`src/design/csvt_pkg.sv`:
```
// Shared types and constants for the CSV quoted-field tokenizer.
// No dependencies; every design file but csvt_if imports this package.
package csvt_pkg;

    localparam logic [7:0] CH_QUOTE = 8'h22;
    localparam logic [7:0] CH_LF    = 8'h0A;
    localparam logic [7:0] CH_CR    = 8'h0D;

    localparam logic [7:0] SEP_RESET = 8'd44;

    localparam int RES_FIFO_DEPTH = 4;

    typedef enum logic [1:0] {
        KIND_BYTE      = 2'd0,
        KIND_FIELD_END = 2'd1,
        KIND_ROW_END   = 2'd2,
        KIND_ERROR     = 2'd3
    } t_kind;

    typedef struct packed {
        t_kind      kind;
        logic [7:0] field_byte;
        logic       row_empty;
        logic       last;
    } t_result;

    typedef struct packed {
        logic quoted;
        logic quote_pending;
        logic field_is_empty;
        logic row_has_content;
    } t_state;

    localparam t_result RES_NONE = '{
        kind:       KIND_BYTE,
        field_byte: 8'd0,
        row_empty:  1'b0,
        last:       1'b0
    };

    localparam t_state ST_RESET = '{
        quoted:          1'b0,
        quote_pending:   1'b0,
        field_is_empty:  1'b1,
        row_has_content: 1'b0
    };

endpackage

```
`src/design/csvt_if.sv`:
```
// Valid/ready channel interfaces for the tokenizer input and result beats.
// Depends on nothing; kept separate from csvt_pkg.
interface csvt_in_if;
    logic       valid;
    logic       ready;
    logic [7:0] data_byte;
    logic       end_of_input;

    modport source (output valid, output data_byte, output end_of_input, input ready);
    modport sink   (input valid, input data_byte, input end_of_input, output ready);
endinterface

interface csvt_out_if;
    logic       valid;
    logic       ready;
    logic [1:0] kind;
    logic [7:0] field_byte;
    logic       row_empty;
    logic       last;

    modport source (output valid, output kind, output field_byte, output row_empty,
                    output last, input ready);
    modport sink   (input valid, input kind, input field_byte, input row_empty,
                    input last, output ready);
endinterface

```
`src/design/csv_quoted_field_tokenizer.sv`:
```
// CSV tokenizer top level: input register, byte decode, result queue.
// Depends on csvt_pkg, csvt_if, csvt_step and csvt_fifo.
//
// Takes one byte (or an end-of-input mark) per beat and emits field bytes,
// field ends, row ends and format errors, one result beat per cycle while
// the output is ready. With the output side ready, a byte is accepted every
// cycle while the queue has room; its results pass through the input
// register, then the result queue, before they are offered. A byte that
// follows a closing quote and is neither a quote, separator nor line end gives
// a format error plus the byte's own result, two result beats; the result
// queue (DEPTH entries) absorbs these and holds input unless it has room for
// them. The separator may be rewritten only while no beats are in flight.
module csv_quoted_field_tokenizer
    import csvt_pkg::*;
#(
    parameter int DEPTH = RES_FIFO_DEPTH
) (
    input  logic              i_clk,
    input  logic              i_rst_n,
    input  logic              i_cfg_wr_en,
    input  logic [7:0]        i_cfg_wr_data,
    csvt_in_if.sink           i_in,
    csvt_out_if.source        o_out
);

    localparam int CW = $clog2(DEPTH + 1);

    logic [7:0]    r_sep;
    logic          r_in_valid;
    logic [7:0]    r_in_byte;
    logic          r_in_eoi;
    t_state        r_state;
    t_state        n_state;
    logic [1:0]    res_cnt;
    t_result       res0;
    t_result       res1;
    logic [CW-1:0] q_count;
    t_result       q_head;
    logic          go;
    logic          in_acc;
    logic          out_pop;

    always_ff @(posedge i_clk) begin
        if (!i_rst_n) begin
            r_sep <= SEP_RESET;
        end else if (i_cfg_wr_en) begin
            r_sep <= i_cfg_wr_data;
        end
    end

    csvt_step u_step (
        .i_state   (r_state),
        .i_sep     (r_sep),
        .i_byte    (r_in_byte),
        .i_eoi     (r_in_eoi),
        .o_state   (n_state),
        .o_res_cnt (res_cnt),
        .o_res0    (res0),
        .o_res1    (res1)
    );

    assign go      = r_in_valid &&
                     (({1'b0, q_count} + (CW+1)'(res_cnt)) <= (CW+1)'(DEPTH));
    assign in_acc  = i_in.valid && i_in.ready;
    assign out_pop = o_out.valid && o_out.ready;

    assign i_in.ready = !r_in_valid || go;

    always_ff @(posedge i_clk) begin
        if (!i_rst_n) begin
            r_in_valid <= 1'b0;
            r_state    <= ST_RESET;
        end else begin
            if (in_acc) begin
                r_in_valid <= 1'b1;
            end else if (go) begin
                r_in_valid <= 1'b0;
            end
            if (go) begin
                r_state <= n_state;
            end
        end
    end

    always_ff @(posedge i_clk) begin
        if (in_acc) begin
            r_in_byte <= i_in.data_byte;
            r_in_eoi  <= i_in.end_of_input;
        end
    end

    csvt_fifo #(
        .DEPTH (DEPTH)
    ) u_fifo (
        .i_clk      (i_clk),
        .i_rst_n    (i_rst_n),
        .i_push_cnt (go ? res_cnt : 2'd0),
        .i_data0    (res0),
        .i_data1    (res1),
        .i_pop      (out_pop),
        .o_count    (q_count),
        .o_head     (q_head)
    );

    assign o_out.valid      = (q_count != '0);
    assign o_out.kind       = q_head.kind;
    assign o_out.field_byte = q_head.field_byte;
    assign o_out.row_empty  = q_head.row_empty;
    assign o_out.last       = q_head.last;

endmodule

```
`src/design/csvt_step.sv`:
```
// Combinational decode of one input byte: next parser state and up to two results.
// Depends on csvt_pkg.
module csvt_step
    import csvt_pkg::*;
(
    input  t_state     i_state,
    input  logic [7:0] i_sep,
    input  logic [7:0] i_byte,
    input  logic       i_eoi,
    output t_state     o_state,
    output logic [1:0] o_res_cnt,
    output t_result    o_res0,
    output t_result    o_res1
);

    typedef struct packed {
        t_state  s;
        logic    emit;
        t_result r;
    } t_plain;

    function automatic t_plain plain_byte(t_state s, logic [7:0] b, logic [7:0] sep);
        t_plain p;
        p.s    = s;
        p.emit = 1'b1;
        p.r    = RES_NONE;
        if (b == CH_LF || b == CH_CR) begin
            p.r.kind      = KIND_ROW_END;
            p.r.row_empty = !s.row_has_content;
            p.s           = ST_RESET;
        end else begin
            p.s.row_has_content = 1'b1;
            if (b == sep) begin
                p.r.kind           = KIND_FIELD_END;
                p.s.field_is_empty = 1'b1;
            end else if (b == CH_QUOTE && s.field_is_empty) begin
                p.s.quoted         = 1'b1;
                p.s.field_is_empty = 1'b0;
                p.emit             = 1'b0;
            end else begin
                p.r.kind           = KIND_BYTE;
                p.r.field_byte     = b;
                p.s.field_is_empty = 1'b0;
            end
        end
        return p;
    endfunction

    t_plain     p_cur;
    t_plain     p_close;
    t_plain     p_fresh;
    t_state     st;
    t_result    r0;
    t_result    r1;
    logic [1:0] cnt;

    always_comb begin
        t_state s_close;
        s_close               = i_state;
        s_close.quoted        = 1'b0;
        s_close.quote_pending = 1'b0;
        p_cur   = plain_byte(i_state, i_byte, i_sep);
        p_close = plain_byte(s_close, i_byte, i_sep);
        p_fresh = plain_byte(ST_RESET, i_byte, i_sep);
    end

    always_comb begin
        st  = i_state;
        r0  = RES_NONE;
        r1  = RES_NONE;
        cnt = 2'd0;
        if (i_eoi) begin
            st = ST_RESET;
            if (i_state.quoted && !i_state.quote_pending) begin
                r0.kind = KIND_ERROR;
                cnt     = 2'd1;
            end else if (i_state.row_has_content) begin
                r0.kind = KIND_ROW_END;
                cnt     = 2'd1;
            end
        end else if (i_state.quote_pending) begin
            if (i_byte == CH_QUOTE) begin
                r0.kind          = KIND_BYTE;
                r0.field_byte    = CH_QUOTE;
                cnt              = 2'd1;
                st.quote_pending = 1'b0;
            end else if (i_byte == i_sep || i_byte == CH_LF || i_byte == CH_CR) begin
                st  = p_close.s;
                r0  = p_close.r;
                cnt = {1'b0, p_close.emit};
            end else begin
                // bad byte after a closing quote: error, then byte opens a fresh row
                r0.kind = KIND_ERROR;
                r1      = p_fresh.r;
                st      = p_fresh.s;
                cnt     = p_fresh.emit ? 2'd2 : 2'd1;
            end
        end else if (i_state.quoted) begin
            st.row_has_content = 1'b1;
            if (i_byte == CH_QUOTE) begin
                st.quote_pending = 1'b1;
            end else begin
                r0.kind       = KIND_BYTE;
                r0.field_byte = i_byte;
                cnt           = 2'd1;
            end
        end else begin
            st  = p_cur.s;
            r0  = p_cur.r;
            cnt = {1'b0, p_cur.emit};
        end
        r0.last = (cnt == 2'd1);
        r1.last = 1'b1;
    end

    assign o_state   = st;
    assign o_res_cnt = cnt;
    assign o_res0    = r0;
    assign o_res1    = r1;

endmodule

```
`src/design/csvt_fifo.sv`:
```
// Result queue: takes zero, one or two results per cycle, drains one per cycle when popped.
// Depends on csvt_pkg. DEPTH must be a power of two, at least 2.
module csvt_fifo
    import csvt_pkg::*;
#(
    parameter int DEPTH = RES_FIFO_DEPTH
) (
    input  logic                       i_clk,
    input  logic                       i_rst_n,
    input  logic [1:0]                 i_push_cnt,
    input  t_result                    i_data0,
    input  t_result                    i_data1,
    input  logic                       i_pop,
    output logic [$clog2(DEPTH+1)-1:0] o_count,
    output t_result                    o_head
);

    localparam int PW = $clog2(DEPTH);
    localparam int CW = $clog2(DEPTH + 1);

    t_result         r_mem [DEPTH];
    logic [PW-1:0]   r_wp;
    logic [PW-1:0]   r_rp;
    logic [CW-1:0]   r_count;
    logic [PW-1:0]   wp_1;

    assign wp_1 = PW'(r_wp + PW'(1));

    always_ff @(posedge i_clk) begin
        if (i_push_cnt != 2'd0) begin
            r_mem[r_wp] <= i_data0;
        end
        if (i_push_cnt == 2'd2) begin
            r_mem[wp_1] <= i_data1;
        end
    end

    always_ff @(posedge i_clk) begin
        if (!i_rst_n) begin
            r_wp    <= '0;
            r_rp    <= '0;
            r_count <= '0;
        end else begin
            r_wp    <= PW'(r_wp + PW'(i_push_cnt));
            r_rp    <= PW'(r_rp + PW'(i_pop));
            r_count <= CW'(r_count + CW'(i_push_cnt) - CW'(i_pop));
        end
    end

    assign o_count = r_count;
    assign o_head  = r_mem[r_rp];

endmodule

```
`src/flat_wrapper.sv`:
```
// flat-port wrapper written by rule: the top's interface ports become plain ports
module csv_quoted_field_tokenizer_flat import csvt_pkg::*;
#(
    parameter int DEPTH = RES_FIFO_DEPTH
)
  (i_clk, i_rst_n, i_cfg_wr_en, i_cfg_wr_data, i_in_valid, i_in_data_byte, i_in_end_of_input, i_in_ready, o_out_valid, o_out_kind, o_out_field_byte, o_out_row_empty, o_out_last, o_out_ready);
  csvt_in_if i_in_i ();
  csvt_out_if o_out_i ();
  input  logic i_clk;
  input  logic i_rst_n;
  input  logic i_cfg_wr_en;
  input  logic [7:0] i_cfg_wr_data;
  input wire logic [$bits(i_in_i.valid)-1:0] i_in_valid;
  input wire logic [$bits(i_in_i.data_byte)-1:0] i_in_data_byte;
  input wire logic [$bits(i_in_i.end_of_input)-1:0] i_in_end_of_input;
  output wire logic [$bits(i_in_i.ready)-1:0] i_in_ready;
  output wire logic [$bits(o_out_i.valid)-1:0] o_out_valid;
  output wire logic [$bits(o_out_i.kind)-1:0] o_out_kind;
  output wire logic [$bits(o_out_i.field_byte)-1:0] o_out_field_byte;
  output wire logic [$bits(o_out_i.row_empty)-1:0] o_out_row_empty;
  output wire logic [$bits(o_out_i.last)-1:0] o_out_last;
  input wire logic [$bits(o_out_i.ready)-1:0] o_out_ready;
  assign i_in_i.valid = i_in_valid;
  assign i_in_i.data_byte = i_in_data_byte;
  assign i_in_i.end_of_input = i_in_end_of_input;
  assign i_in_ready = i_in_i.ready;
  assign o_out_valid = o_out_i.valid;
  assign o_out_kind = o_out_i.kind;
  assign o_out_field_byte = o_out_i.field_byte;
  assign o_out_row_empty = o_out_i.row_empty;
  assign o_out_last = o_out_i.last;
  assign o_out_i.ready = o_out_ready;
  csv_quoted_field_tokenizer #(.DEPTH(DEPTH)) u_core (.i_clk(i_clk), .i_rst_n(i_rst_n), .i_cfg_wr_en(i_cfg_wr_en), .i_cfg_wr_data(i_cfg_wr_data), .i_in(i_in_i), .o_out(o_out_i));
endmodule
```
`config.mk`:
```
export PLATFORM = sky130hd
export DESIGN_NAME = csv_quoted_field_tokenizer_flat
export DESIGN_NICKNAME = d
export VERILOG_FILES = /design/src/design/csvt_pkg.sv /design/src/design/csvt_if.sv /design/src/design/csv_quoted_field_tokenizer.sv /design/src/design/csvt_step.sv /design/src/design/csvt_fifo.sv /design/src/flat_wrapper.sv
export SDC_FILE = /design/constraint.sdc
export NUM_CORES = 1
export LEC_CHECK = 0
export ABC_CLOCK_PERIOD_IN_PS = 5080
export BUFFER_PORTS_ARGS = -buffer_cell sky130_fd_sc_hd__buf_2
export CAP_MARGIN = 25
export CORE_MARGIN = 1
export CORE_UTILIZATION = 45
export DETAILED_ROUTE_END_ITERATION = 8
export GPL_TIMING_DRIVEN = 0
export HOLD_SLACK_MARGIN = 0.08
export SYNTH_ARGS = -nofsm -noshare
export SYNTH_HDL_FRONTEND = slang
export SYNTH_SLANG_ARGS = --single-unit
```
`constraint.sdc`:
```
create_clock -name i_clk -period 5.08 [get_ports i_clk]
set_input_delay 1.016 -clock i_clk [delete_from_list [all_inputs] [get_ports i_clk]]
set_output_delay 1.016 -clock i_clk [all_outputs]
set_load 0.005 [all_outputs]
```
## Yosys cells after proc, flatten, opt, wreduce, memory -nomap -nowiden

Memories as Yosys holds them, arrays and structs flattened. A register that Yosys moved wholly into a read port is not among the register bits.
Index checks and enable logic that the tools add are counted.
W data, S select, Z words.

| word-level totals | value |
|---|---|
| flip-flop bits (word level) | 29 |
| memory bits (writable) | 48 |
| bits of input ports | 22 |
| logic and storage cells | 110 |
| memories | 1 |

Memories:

| memory | words | width | read ports | clocked after Yosys merged registers in | wr ports | RTL line | source |
|---|---|---|---|---|---|---|---|
| u_core.u_fifo.r_mem | 4 | 12 | 1 | 1 | 2 | csvt_fifo.sv:21 | `t_result r_mem [DEPTH];` |

| cells by class | value |
|---|---|
| add/subtract/negate cells | 6 |
| $lt $le $gt $ge | 1 |
| equality and inequality tests | 8 |
| muxes and demuxes | 66 |
| reductions and logical operators | 17 |

Operators with widths:

| kind | number |
|---|---|
| $mux W12 | 5 |
| $mux W8 | 6 |
| $mux W10 | 4 |
| $mux W2 | 18 |
| $mux W1 | 30 |
| $eq A8 B4 Y1 const B | 2 |
| $mux W4 | 3 |
| $eq A8 B6 Y1 const B | 1 |
| $eq A8 B8 Y1 | 1 |
| $ne A3 B2 Y1 const B | 2 |
| $logic_and A1 B1 Y1 | 5 |
| $add A3 B2 Y4 | 1 |
| $le A4 B3 Y1 const B | 1 |
| $logic_or A1 B1 Y1 | 4 |
| $reduce_bool A2 Y1 | 2 |
| $add A3 B2 Y3 | 1 |
| $logic_not A1 Y1 | 3 |
| $reduce_and A3 Y1 | 1 |
| $reduce_bool A3 Y1 | 1 |
| $sub A3 B1 Y3 | 1 |
| $add A2 B1 Y2 | 1 |
| $add A2 B1 Y2 const B | 1 |
| $add A2 B2 Y2 | 1 |
| $eq A2 B1 Y1 const B | 1 |
| 2 further kinds | 2 |

## Logic depth before layout (Yosys ltp)

| logic depth | value |
|---|---|
| depth in word-level cells | 16 |
| depth in mapped cells | 21 |
| gate-level depth less buffers | 17 |

## Hierarchy

Synthesis repeated with hierarchy kept, for this count alone.

| unflattened totals | value |
|---|---|
| cells, all modules | 316 |
| area total of the unflattened synthesis | 4355.4 µm² |

Modules (own cells, without submodules):

| module | times used | cells each | area each (µm²) |
|---|---|---|---|
| csvt_fifo | 1 | 155 | 2890.3 |
| csv_quoted_field_tokenizer | 1 | 72 | 884.6 |
| csvt_step | 1 | 89 | 580.6 |

## Least setup slack after synthesis

No wires, ideal clock.

| timing | value |
|---|---|
| kind | register to register |
| start point | register u_core.r_in_byte[4] |
| end point | register u_core.u_fifo.r_count[2], in the netlist u_core.u_fifo.o_count[2] |
| library setup time | 0.115 ns |
| arrival | 4.282 ns |
| required time | 4.965 ns |
| slack | 0.683 ns |
| cell stages (with the launch flop) | 20 |
| clock period less this slack | 4.397 ns |
| path through | edfxtp_1 > xnor2_1 > nand4_1 > o211a_2 > a21oi_1 > ha_1 > inv_1 > fa_1 > nand2b_1 > a221oi_2 > o21ai_1 > clkbuf_1 > nor3_2 > buf_4 > inv_2 > ha_1 > fa_1 > xor2_1 > xnor2_1 > and2_1 |

| on the way | value |
|---|---|
| cells in the longest elaborated chain, start to end | 15 |
| elaborated cells between the ends (all ways) | 27 |
| those cells by class | add/sub (3); order compare (1); eq/ne (4); mux (14); reduce/logical (5) |

Ends and longest elaborated chain:

| element | RTL line | source |
|---|---|---|
| start: declaration | csv_quoted_field_tokenizer.sv:30 | `logic [7:0] r_in_byte;` |
| start signal: assignment | csv_quoted_field_tokenizer.sv:87 | `r_in_byte <= i_in.data_byte;` |
| $eq A8 B6 Y1 | csvt_step.sv:36, csvt_step.sv:82, csvt_step.sv:100 |  |
| $mux W1 / $logic_and A1 B1 Y1 (equally long branches) | csvt_step.sv:36, csvt_step.sv:100 |  |
| $mux W1, on equally long branches | csvt_step.sv:33, csvt_step.sv:36 |  |
| $mux W1, on equally long branches | csvt_step.sv:27, csvt_step.sv:33 |  |
| $mux W2 / $mux W1 (equally long branches) | csvt_step.sv:96, csvt_step.sv:27 |  |
| $mux W2 | csvt_step.sv:87 | `end else if (i_byte == i_sep \|\| i_byte == CH_LF \|\| i_byte == CH_CR) begin` |
| $mux W2 | csvt_step.sv:82 | `if (i_byte == CH_QUOTE) begin` |
| $mux W2 (*) | csvt_step.sv:81 | `end else if (i_state.quote_pending) begin` |
| $mux W2 (*) | csvt_step.sv:72 | `if (i_eoi) begin` |
| $add A3 B2 Y4 | csv_quoted_field_tokenizer.sv:63 | `(({1'b0, q_count} + (CW+1)'(res_cnt)) <= (CW+1)'(DEPTH));` |
| $le A4 B3 Y1 | csv_quoted_field_tokenizer.sv:63 |  |
| $logic_and A1 B1 Y1 | csv_quoted_field_tokenizer.sv:62 | `assign go = r_in_valid &&` |
| $mux W2 (*) | csv_quoted_field_tokenizer.sv:97 | `.i_push_cnt (go ? res_cnt : 2'd0),` |
| $add A3 B2 Y3 (*) | csvt_fifo.sv:46 | `r_count <= CW'(r_count + CW'(i_push_cnt) - CW'(i_pop));` |
| $sub A3 B1 Y3 (*) | csvt_fifo.sv:46 |  |
| end signal: assignment | csvt_fifo.sv:46 |  |
| end: declaration | csvt_fifo.sv:24 | `logic [CW-1:0] r_count;` |

Mark *: on every way between the ends. The rest lies on a longest branch, timed or not.
A chain may end at the register's enable or synchronous reset.

## Final worst setup path

| timing | value |
|---|---|
| start point | register u_core.r_in_byte[6] |
| end point | register u_core.u_fifo.r_count[2], in the netlist u_core.u_fifo.o_count[2] |

The elaborated chain is that of the path after synthesis.

==> results summary <==
For this run, asynchronously set or reset flops after synthesis account for 0%. The antenna diode count is 0. The count of flip-flops with a built-in enable after synthesis is 53. In this run the vertical extent of the chip is 95.69 um.

From left edge to right edge, the die measures 95.69 um. VDD sags by at most 0.0001827 V. The initial detailed-routing violation count is 114. The remaining number of nets flagged by the antenna check after routing came out at 0. The total of warnings raised by yosys is 0. The number of global-route vias before repair is 2766.

The highest clock rate came out at 208.5 MHz. The CTS tree is done. The worst setup path is launched from a register. The total clock buffers created by CTS is 9. The maximum fanout along the worst path is 10. In this run the standard cell core region covers 8341 um2. The routed via count divided by cell count is 5.551. Setup violations remaining at the end of the flow were counted as 0.

The insertion delay of the later-clocked pin in the worst-skew pair is 350 ps. The category of the most critical setup path is reg -> reg. The cell area after technology mapping came out at 3950 um2.

In the layout the commonest cells are edfxtp_1, buf_2, dfxtp_1, nor2_1, nand2_1. The number of H-tree levels came out at 3. The total half-perimeter wirelength after legalization and detailed placement came out at 6.034 mm. The fraction of the yosys area taken by sequential cells is 52.45%. The ratio of final minimum period to clock period is 94.40%. The run finished with clean final reports. The worst hold path belongs to the class reg -> reg. The routed length per instance is 16.77 um. The final total power came out at 1.574 mW.

The distinct cell type count after synthesis is 63. The worst setup path is captured at a register. The static leakage power came out at 1.612 nW. For this configuration, the core starts out at a cell density of 47.36%. The count of max-cap constraint violations came out at 0. The initial antenna violation count is 0. The final max-slew violation count is 0. The row count is 33. The first-pass GRT wire length is 13.75 mm. The total routed wirelength came out at 8.252 mm. The count of TritonRoute iterations in the first routing pass is 4. The final-layout worst hold slack came out at 503.6 ps. The mean instance size in the synthesized netlist is 12.01 um2. The fraction of layout instances using a drive strength above 1 came out at 25.84%.

The overall global routing resource usage came out at 20.32%. The transition time of the tightest slew-check pin is 1006 ps. The data required time at the worst endpoint came out at 5330 ps.

Setup repair after global routing left no endpoint under its margin. Synthesis produced a netlist with a net count of 360. The data arrival time at the worst-slack endpoint came out at 5040 ps. Entering global routing, the biggest net connects 15 pins.

The cell count after synthesis came out at 329. The post-CTS clock slew at the launch and capture registers of the worst setup and hold paths is 80 ps. In this run the clock root is driven by a clkbuf_8.

The synthesized flop and latch total came out at 77. The final hold violation count is 0. The number of buffer cells added on primary ports came out at 33. The count of hold-fix buffers inserted at cts came out at 0. The detailed router placed 2731 vias in this run. The most frequent standard cell in the layout excluding fill and tap cells is edfxtp_1. The power density over the cells is 348.2 nW/um2.

The buffer depth of the longest clock path came out at 2. In this run the count of I/O pins placed on the die edge is 36. Clock skew on the completed layout was measured at 11.93 ps. After detailed routing, the number of remaining DRC violations is 0. Among all flip-flop cells after synthesis, the most frequent one is edfxtp_1. The final estimated routing congestion in global placement is 0.9108. The die covers 9157 um2. Clock tree synthesis found a total of 77 sinks. Relative to the synthesized area, the layout overhead comes to 14.41%. The worst path needs 4795 ps of the cycle, external delays included. The max-slew headroom at the worst pin is 32.67%. The net count of the finished layout is 413. The total overflow left after global routing is 0.
state kept, by name, indices dropped and copies added, names as in the netlist:
register               cells
u_core.u_fifo.o_count      3
u_core.u_fifo.r_mem       48
u_core.r_in_byte           8
u_core.r_in_eoi            1
u_core.u_fifo.r_rp         2
u_core.r_in_valid          1
u_core.r_sep               8
u_core.u_fifo.r_wp         2
u_core.r_state             4
worst max-delay path: stages (launching register included):
cell	delay [ps]
edfxtp_1	530
xnor2_1	210
nand4_1	220
o211a_2	350
a21oi_1	160
ha_1	200
inv_1	70
fa_1	510
nand2b_1	90
a221oi_2	340
o21ai_1	160
buf_2	230
nor3_4	180
buf_4	210
inv_2	80
ha_1	320
fa_1	430
xor2_1	160
xnor2_1	120
and2_1	150
metal layers:
layer | share of wire, % | GRT usage [%] | wire length (um) | vias up
li1 | - | - | - | 1338
met1 | 47 | 27.07 | 3867 | 1321
met2 | 47 | 32.98 | 3909 | 62
met3 | 4.4 | 3.791 | 365 | 10
met4 | 1.3 | 7.836 | 109 | 0
met5 | 0 | 0 | 0 | -
final cells by class:
type,instances,area (um2)
clock buffer,9,123.9
timing repair buffer,42,232.7
fill,742,3821
inverter,15,56.30
clock inverter,7,73.82
multi-input combinational,217,1723
buffer,20,106.4
sequential,77,2072
tap,105,131.4
Yosys cell counts, drive strengths merged, types with 8 or more instances:
cell / instances / area, um2
nor3: 16 / 96.35
nor2b: 15 / 93.84
clkbuf: 9 / 33.78
mux2i: 10 / 100.1
mux4: 12 / 270.3
dfxtp: 24 / 480.5
buf: 11 / 71.31
and2: 8 / 50.05
o21ai: 11 / 58.81
edfxtp: 53 / 1592
nand2: 21 / 78.83
a21oi: 15 / 78.83
xnor2: 11 / 96.34
inv: 15 / 56.30
nor2: 22 / 82.58
cell families after synthesis:
| family | share of synthesized area (%) |
|---|---|
| AND/OR/NAND/NOR | 16.12 |
| flip-flops | 52.45 |
| AO/OA/AOI/OAI | 11.56 |
| buffers and inverters | 4.086 |
| multiplexers | 9.661 |
| XOR/XNOR | 2.883 |
| adder cells (fa/ha/maj) | 3.231 |
what timing repair did:
item                                    in CTS  in global routing
setup buffers                                0                  7
hold endpoints to repair                     0                  0
resized for setup                            0                  4
endpoints found under the setup margin       0                 23
worst paths after layout:
kind / startpoint / end / slack, ps / depth (start not counted)
min reg2reg: u_core.u_fifo.r_mem[1][0] / u_core.u_fifo.r_mem[1][0] / 500 / 1
max reg2reg: u_core.r_in_byte[6] / u_core.u_fifo.o_count[2] / 280 / 19
min: u_core.u_fifo.r_mem[1][0] / u_core.u_fifo.r_mem[1][0] / 500 / 1
max: u_core.r_in_byte[6] / u_core.u_fifo.o_count[2] / 280 / 19
through the flow:
| step | util [%] | TNS [ps] | std cells | cell area [um2] | setup WS [ps] |
|---|---|---|---|---|---|
| after floorplan | - | 0 | 329 | 3950 | 683.4 |
| after global placement | 50.92 | -3456 | 467 | 4247 | -315.2 |
| after detailed placement | 51.01 | 0 | 468 | 4254 | 161.7 |
| after CTS | 53.38 | 0 | 484 | 4452 | 127.0 |
| after global routing | 54.19 | 0 | 492 | 4519 | 38.53 |
| final | 54.19 | 0 | 492 | 4519 | 284.6 |
report_power, final:
| part | switching (mW) | internal (mW) |
|---|---|---|
| registers | 0.0331 | 0.710 |
| clock network | 0.235 | 0.228 |
| logic | 0.180 | 0.187 |
(Power assumes the default switching activity.)
